## src/hw/rtl/ppr_pkg.sv

```systemverilog
// Package for the pileup/reset rejector: payload structs, controller states,
// register indexes, controller/datapath command and status structs. No deps.
package ppr_pkg;

  localparam int PIXELS_DEF        = 32;
  localparam int PENDING_DEPTH_DEF = 16;
  localparam int TIME_BITS_DEF     = 48;

  localparam logic [23:0] WINDOW_RST    = 24'd1000;
  localparam logic [23:0] RESET_RST     = 24'd1000;
  localparam logic [31:0] THRESHOLD_RST = 32'd4096;
  localparam logic [31:0] GAIN_RST      = 32'd65536;

  localparam logic [1:0] REG_WINDOW    = 2'd0;
  localparam logic [1:0] REG_RESET     = 2'd1;
  localparam logic [1:0] REG_THRESHOLD = 2'd2;
  localparam logic [1:0] REG_GAIN      = 2'd3;

  localparam logic OP_EVENT = 1'b0;
  localparam logic OP_FLUSH = 1'b1;

  typedef struct packed {
    logic        op;
    logic [47:0] event_time;
    logic [4:0]  pixel;
    logic [15:0] energy;
  } in_beat_t;

  typedef struct packed {
    logic [47:0] out_time;
    logic [4:0]  out_pixel;
    logic [15:0] out_energy;
    logic        last;
    logic        overflow;
  } out_beat_t;

  typedef enum logic [2:0] {
    ST_IDLE,
    ST_CLOSE,
    ST_CHECK,
    ST_FULL,
    ST_PUSH,
    ST_FLUSH,
    ST_WAIT
  } state_t;

  // controller -> datapath
  typedef struct packed {
    logic load;     // capture input beat
    logic pop;      // drop oldest entry (emit if kept)
    logic check;    // neighbor compare, charge update
    logic push;     // append captured event
    logic set_ovf;  // sticky overflow
  } cmd_t;

  // datapath -> controller
  typedef struct packed {
    logic is_flush;
    logic empty;
    logic full;
    logic head_closed; // head gap exceeds window
    logic head_kept;   // head would be emitted
    logic out_busy;    // output register holds an unsent beat
  } status_t;

endpackage

```

## src/hw/rtl/ppr_ctrl.sv

```systemverilog
// Controller FSM for the pileup/reset rejector.
// Depends on ppr_pkg.
module ppr_ctrl
  import ppr_pkg::*;
(
  input  logic    clk,
  input  logic    rst,
  input  logic    in_fire,
  input  status_t sts,
  output logic    in_stall,
  output cmd_t    cmd
);

  state_t state, state_next;

  always_ff @(posedge clk) begin
    if (rst) state <= ST_IDLE;
    else state <= state_next;
  end

  // pop may only proceed when a kept head can land in the output register
  logic pop_ok;
  assign pop_ok = !(sts.head_kept && sts.out_busy);

  always_comb begin
    state_next = state;
    unique case (state)
      ST_IDLE:  if (in_fire) state_next = ST_CLOSE;
      ST_CLOSE: begin
        if (sts.is_flush) state_next = ST_FLUSH;
        else if (sts.empty || !sts.head_closed) state_next = ST_CHECK;
      end
      ST_CHECK: state_next = ST_FULL;
      ST_FULL:  if (!sts.full || pop_ok) state_next = ST_PUSH;
      ST_PUSH:  state_next = ST_WAIT;
      ST_FLUSH: if (sts.empty) state_next = ST_WAIT;
      ST_WAIT:  if (!sts.out_busy) state_next = ST_IDLE;
      default:  state_next = ST_IDLE;
    endcase
  end

  always_comb begin
    cmd = '0;
    in_stall = 1'b1;
    unique case (state)
      ST_IDLE: begin
        in_stall = 1'b0;
        cmd.load = in_fire;
      end
      ST_CLOSE: cmd.pop = !sts.is_flush && !sts.empty && sts.head_closed && pop_ok;
      ST_CHECK: cmd.check = 1'b1;
      ST_FULL: begin
        cmd.set_ovf = sts.full;
        cmd.pop     = sts.full && pop_ok;
      end
      ST_PUSH:  cmd.push = 1'b1;
      ST_FLUSH: cmd.pop = !sts.empty && pop_ok;
      ST_WAIT:  ;
      default:  ;
    endcase
  end

endmodule

```

## config.mk

```make
export PLATFORM = sky130hd
export DESIGN_NAME = ppr_ctrl
export DESIGN_NICKNAME = d
export VERILOG_FILES = /design/src/hw/rtl/ppr_pkg.sv /design/src/hw/rtl/ppr_ctrl.sv
export SDC_FILE = /design/constraint.sdc
export NUM_CORES = 1
export LEC_CHECK = 0
export BUFFER_PORTS_ARGS = -buffer_cell sky130_fd_sc_hd__clkbuf_2
export CORE_AREA = 2 2 39 41
export CTS_BUF_LIST = sky130_fd_sc_hd__clkbuf_16
export DETAILED_ROUTE_END_ITERATION = 7
export DIE_AREA = 0 0 41 43
export GPL_TIMING_DRIVEN = 0
export PLACE_DENSITY = 0.47
export SLEW_MARGIN = 20
export SYNTH_ARGS = -nofsm -noshare
export SYNTH_HDL_FRONTEND = slang
export SYNTH_SLANG_ARGS = --single-unit
```

## constraint.sdc

```tcl
create_clock -name clk -period 1.9 [get_ports clk]
set_input_delay 0.095 -clock clk [delete_from_list [all_inputs] [get_ports clk]]
set_output_delay 0.095 -clock clk [all_outputs]
set_load 0.02 [all_outputs]
```

Word level (Yosys, flattened, before mapping)
Index checks and enable logic that the tools add are counted.
{"block": "word_totals", "word_cells": 40, "regBits": 3, "out_inout_bits": 6, "input_bits": 9}
{"block": "op_classes", "reduce_logical": 15, "muxes": 13, "n_eq_ne": 11}
{"cell": "3-bit one-hot mux with 7 select lines", "count": 1}
{"cell": "3-bit two-way mux", "count": 6}
{"cell": "3-bit equality test (second input constant)", "count": 3}
{"cell": "2-bit inequality test (second input constant)", "count": 4}
{"cell": "3-bit by 2-bit equality test with 1-bit output (second input constant)", "count": 2}
{"cell": "1-bit logical AND", "count": 6}
{"cell": "1-bit zero test", "count": 5}
{"cell": "1-bit two-way mux", "count": 5}
{"cell": "5-bit AND reduction", "count": 1}
{"cell": "3-bit by 1-bit equality test with 1-bit output (second input constant)", "count": 1}
{"cell": "3-bit zero test", "count": 1}
{"cell": "3-bit inequality test (second input constant)", "count": 1}
{"cell": "1-bit one-hot mux with 3 select lines", "count": 1}
{"cell": "1-bit logical OR", "count": 2}

Longest topological paths before layout
Gate-level depths: netlist of run 1.
{"block": "depth", "depth_word": 5, "ltp_mapped": 5, "depth_no_buf": 4}

Worst setup path after synthesis of run 1
Ideal clock, no wire load.
{"block": "synth_path", "path_kind": "register to register", "from": "register state[0]", "to": "register state[2]", "setup_time_ns": 0.121, "arrival_ns": 1.257, "synth_period_minus_slack_ns": 1.379, "slack_ns": 0.521, "stages_incl_launch_ff": 6, "path_cell_list": "dfxtp_1 > buf_6 > and4b_4 > and3_4 > nor3_2 > mux2_4"}
{"block": "synth_between", "elab_chain_cells": 3}
{"item": "from (decl)", "line_no": "ppr_ctrl.sv:14", "source": "state_t state, state_next;"}
{"item": "from (signal assigned)", "line_no": "ppr_ctrl.sv:18", "source": "else state <= state_next;"}
{"item": "3-bit by 1-bit equality test with 1-bit output (tied with other cells)", "line_no": "ppr_ctrl.sv:27", "source": "unique case (state)"}
{"item": "3-bit inequality test (no line) or 2-bit inequality test (tied branches)"}
{"item": "5-bit AND reduction (no line)"}
Several ways; a longest one is shown, not always the timed one.
A chain may end at the register's enable or synchronous reset.

==> flow_metrics.tcl, run 1 <==
set metrics [dict create \
    status "finished clean" \
    synth_area_sq_um 312 \
    r2r_slack_ps 490 \
    r2r_start "state[1]" \
    synth_top_area_frac 0.193 \
    finalNonFillerCells 72 \
    crit_path_start_kind "flip-flop" \
    avgSynthCellArea_sq_um 8.20 \
    cts_sinks 3 \
    end_kind "output port" \
    cp-startpoint "state[1]" \
    grt_util_met3 0.0157 \
    nNetsFinal 66 \
    p_per_area_nw_per_um2 1750 \
    grt_pass1_wl_microns 1080 \
    crit_fanout 10 \
    fp-row-count 14 \
    r2r_end "state[2]" \
    synthToLayoutAreaGrowth_pct 54.2 \
    fmax_mhz 674 \
    gp_congestion 0.784 \
    worst_slew_pin_slew_ps 175 \
    multi_input_area_sq_um 223 \
    met1_usage 0.125 \
    ir_drop_mv 0.513 \
    p_leak_nw 0.240 \
    total_power_mw 0.841 \
    syn_nets 47 \
    gr-usage-all-layers 0.0902 \
    die-area_sq_um 1760 \
    ys_ff_latch 3 \
    ctsHoldBuffers 0 \
    ios 15 \
    reg_top3 "state x3" \
    r2r_cells 5 \
    setup_tns_ps 0 \
    synth_flop_cell "dfxtp_1" \
    min-delay-start "rst" \
    finalSetupViolations 0 \
    synth_edf_count 0 \
    synthTopCellsByCount "nor2_1, a21oi_1, dfxtp_1" \
    fillers 149 \
    largest_reg_flops 3 \
    fin_crit_ps 1480 \
    seq_area_frac_synth 0.193 \
    cts_setup_buffers 0 \
    cts_buffers 3 \
    use_met2 0.122 \
    antenna_left 0 \
    finalHoldViolations 0 \
    regArea_sq_um 60.1 \
    drv_cap 0 \
    drt_first_pass_iters 4 \
    drive_above_1_share 0.482 \
    clk_pin_slew_ps 30 \
    yosysTopAreaCell "dfxtp_1" \
    grt_pass1_vias 254 \
    antenna_found_initial 0 \
    dieWidth_microns 41 \
    initial_utilization 0.225 \
    cts_tree "built" \
    finalHoldWorstSlack_ps 98.6 \
    crit_end "cmd[4]" \
    yosysMostFrequentCell "nor2_1" \
    maxSlewViolCount 0 \
    max-slew-margin-rel 0.883 \
    dp_cells 68 \
    gr-total-overflow 0 \
    drc 0 \
    cts_max_level 1 \
    worstPathArrival_ps 1390 \
    largest_register "state" \
    clock_latency_ps 220 \
    synth_area_leaders "dfxtp_1, a21oi_4, a21oi_1, mux2_4, nor2_1" \
    die_h_microns 43 \
    rsz0062_at_grt "false" \
    vias 323 \
    core_area_sq_um 1380 \
    dr.first_iter.drc_count 5 \
    min_path_cells 2 \
    post_drt_wl_per_cell_microns 9.82 \
    via_per_inst 4.49 \
    grt-busiest-layer "met1" \
    clockBufferDepth 2 \
    synth_cells 38 \
    cts_resized 0 \
    antenna_cells 0 \
    cts-root-buf "clkbuf_16" \
    port_buffers 14 \
    cp.required_ps 1800 \
    yosys_warnings 0 \
    synthArstFlopShare 0 \
    fin_worst_skew_ps 0.910 \
    path_class "reg -> out" \
    hold_class "in -> reg" \
    wirelength_microns 707 \
    grt_max_degree 11 \
    finalCritPeriodShare 0.781 \
    ys_types 24 \
]
## report_power, final
group | total [mW] | internal (mW) | switching (mW)
Sequential | 0.104 | 0.0900 | 0.0138
Combinational | 0.409 | 0.185 | 0.224
Clock | 0.327 | 0.271 | 0.0562
Total | 0.841 | 0.546 | 0.295
## cell type report
class / instances / area share
clock inverters: 1 / 0.00781
well taps: 16 / 0.0417
multi-input cells: 30 / 0.464
repair buffers: 14 / 0.146
clock buffers: 3 / 0.156
plain buffers: 3 / 0.0443
inverters: 2 / 0.0156
flip-flops and latches: 3 / 0.125
## per-stage QoR
| stage | setup WS (ps) | utilization | area, sq um |
|---|---|---|---|
| floorplan | 521 | - | 312 |
| global placement | 475 | 0.290 | 402 |
| detailed placement | 494 | 0.290 | 402 |
| CTS | 407 | 0.347 | 480 |
| global route | 323 | 0.347 | 480 |
| finish | 416 | 0.347 | 480 |
## cells in the final DEF, fill, tap and decap left out
master     Yosys  layout
clkbuf_2       0      14
nor2_1         4       4
a21oi_1        3       3
inv_1          2       3
clkbuf_16      0       3
dfxtp_1        3       3
buf_2          2       2
nor3b_1        2       2
nor2b_1        2       2
o21ai_0        2       2
nand3_1        2       2
nor3_1         2       2
buf_6          1       1
or3_1          1       1
and4b_4        1       1
o211a_1        1       1
mux2_2         1       1
or3_4          1       1
a21oi_4        1       1
and3_4         1       1
nor3_2         1       1
mux2_4         1       1
nand2b_1       1       1
a211o_1        1       1
o21bai_1       1       1
a211oi_1       1       1
## kinds of logic after synthesis
family	count (synthesis)	share of synthesized area
AO/OA/AOI/OAI	10	0.241
buffers and inverters	5	0.0924
flip-flops	3	0.193
multiplexers	2	0.0843
AND/OR/NAND/NOR	18	0.390
## worst min path at each step
stage	endpoint
floorplan	state[0]
global placement	state[0]
detailed placement	state[0]
CTS	state[0]
global route	state[0]
finish	state[0]
## critical path, cell delays in order, from the launching register on
cell	delay, ps
dfxtp_1	310
buf_2	170
or3_1	420
nor2_1	100
clkbuf_2	170
## metal layers
layer | part of all wire | routed length (microns)
met1 | 0.51 | 361
met2 | 0.40 | 286
met3 | 0.061 | 43
met4 | 0.023 | 16
met5 | 0 | 0
No activity file was read; power rests on OpenSTA's default activity.
==> run 2, diff against run 1 <==
ABC_AREA = 1   (was unset)
PLACE_DENSITY = 0.54   (was 0.47)
clock period = 1.3 ns   (was 1.9 ns; I/O delays follow)
==> flow_metrics.tcl, run 2 <==
set metrics [dict create \
    status "finished clean" \
    syn_nets 75 \
    p_leak_nw 0.358 \
    antenna_found_initial 0 \
    synth_top_area_frac 0.163 \
    total_power_mw 1.53 \
    max-slew-margin-rel 0.858 \
    hold_class "in -> reg" \
    yosysMostFrequentCell "nand2_1" \
    path_class "reg -> out" \
    rsz0062_at_grt "true" \
    die_h_microns 43 \
    cts-root-buf "clkbuf_16" \
    end_kind "output port" \
    wirelength_microns 933 \
    cts_max_level 1 \
    worst_slew_pin_slew_ps 212 \
    fin_worst_skew_ps 3.66 \
    synth_compound_area_frac 0.0816 \
    p_per_area_nw_per_um2 2570 \
    via_per_inst 4.47 \
    largest_reg_flops 3 \
    finalHoldViolations 0 \
    ys_types 17 \
    path_buf_inv 3 \
    yosys-mux-area-fraction 0 \
    port_buffers 14 \
    synth_top_family_by_area "simple AND/OR/NAND/NOR gates" \
    synthArstFlopShare 0 \
    antenna_left 0 \
    ir_drop_mv 0.681 \
    synth_area_sq_um 368 \
    critical-path-max-stage-delay_ps 310 \
    finalSetupViolations 0 \
    synth_cells 66 \
    largest_register "state" \
    worstPathArrival_ps 1200 \
    dieWidth_microns 41 \
    post_drt_wl_per_cell_microns 9.06 \
    gr-usage-all-layers 0.133 \
    final_cell_mix "nand2_1, clkbuf_2, nor2_1" \
    dr.first_iter.drc_count 7 \
    antenna_cells 0 \
    fillers 149 \
    cts_sinks 3 \
    seq_area_frac_synth 0.163 \
    ctsHoldBuffers 0 \
    crit_path_start_kind "flip-flop" \
    synthTopCellsByCount "nand2_1, nor2_1, inv_1" \
    finalCritPeriodShare 0.975 \
    yosysTopAreaCell "dfxtp_1" \
    drv_cap 0 \
    crit_fanout 7 \
    grt_pass1_vias 376 \
    synthSimpleGateAreaFrac 0.575 \
    cts_buffers 3 \
    ios 15 \
    fp-row-count 14 \
    cts_tree "built" \
    fin_crit_ps 1270 \
    clk_pin_slew_ps 30 \
    dp_hpwl_microns 685 \
    synth_flop_cell "dfxtp_1" \
    vias 460 \
    drive_above_1_share 0.391 \
    drt_first_pass_iters 4 \
    initial_utilization 0.266 \
    clock_latency_ps 230 \
    grt_max_degree 9 \
    core_area_sq_um 1380 \
    gp_congestion 0.770 \
    yosys.area_share.adder 0 \
    maxSlewViolCount 0 \
    avgSynthCellArea_sq_um 5.57 \
    crit_family "flip-flops" \
    clockBufferDepth 2 \
    synth_edf_count 0 \
    fmax_mhz 789 \
    reg_top3 "state x3" \
    gr-total-overflow 0 \
    synth-xor-area-share 0 \
    layout_commonest_cell "nand2_1" \
    nNetsFinal 97 \
    crit_slowest_cell "dfxtp_1" \
    cp.required_ps 1240 \
    synth_area_leaders "dfxtp_1, nand2_1, nor2_1, inv_1, nand3_2" \
    yosys_warnings 0 \
    drc 0 \
    finalHoldWorstSlack_ps 105 \
    crit_chain "buf_6 > nand2_4 > nor2_4 > nand2_4 > nand2_1 > o21ai_1 > inv_1 > buf_6" \
    synthToLayoutAreaGrowth_pct 62.2 \
    die-area_sq_um 1760 \
    ys_ff_latch 3 \
    grt_pass1_wl_microns 1540 \
]
run 2: report_power, final:
part           total [mW]  switching, mW  internal [mW]
Clock               0.489         0.0920          0.397
Sequential          0.186         0.0410          0.145
Combinational       0.859          0.518          0.341
run 2: kinds of logic after synthesis:
family / count (synthesis)
AOI/OAI and AO/OA: 6
buffers and inverters: 13
and+or+nand+nor: 44
DFF: 3
run 2: tightest hold or removal path: cells and delay by family:
family	cells	cell delay, ps
buffers and inverters	2	130
and+or+nand+nor	2	90
run 2: worst paths after layout:
path                            slack [ps]      from  endpoint  cells after the start
worst max-delay path                    30  state[0]    cmd[3]                      8
worst min-delay path                   100       rst  state[1]                      4
worst max register to register         100  state[0]  state[2]                      8
worst min register to register         620  state[2]  state[2]                      3
run 2: layer usage:
layer / GRT usage / up-vias / wire (microns)
li1: - / 248 / -
met1: 0.173 / 195 / 432
met2: 0.181 / 15 / 443
met3: 0.0314 / 2 / 49
met4: 0.100 / 0 / 8
met5: 0 / - / 0
run 2: area by class of cell:
type | instances | area [sq um] | share of cell area
sequential | 3 | 63.8 | 0.107
buffer | 2 | 22.5 | 0.0377
inverter | 11 | 46.3 | 0.0776
tap | 16 | 20.0 | 0.0335
clock buffer | 3 | 75.1 | 0.126
timing repair buffer | 17 | 98.8 | 0.166
clock inverter | 1 | 3.75 | 0.00629
multi-input combinational | 50 | 267 | 0.447
run 2: stage by stage:
step	util	worst slack, ps	TNS (ps)	cells	area [sq um]
2_1_floorplan	-	43.7	0	66	368
3_3_place_gp	0.331	160	0	96	458
3_5_place_dp	0.331	168	0	96	458
4_1_cts	0.412	3.00	0	102	571
5_1_grt	0.431	-28.9	-56.4	103	597
6_report	0.431	32.1	0	103	597
run 2: timing repair:
item                       4_1_cts  5_1_grt
resized for setup                5        7
setup endpoints to repair        1        3
setup buffers                    2        1
pin swaps                        1        2
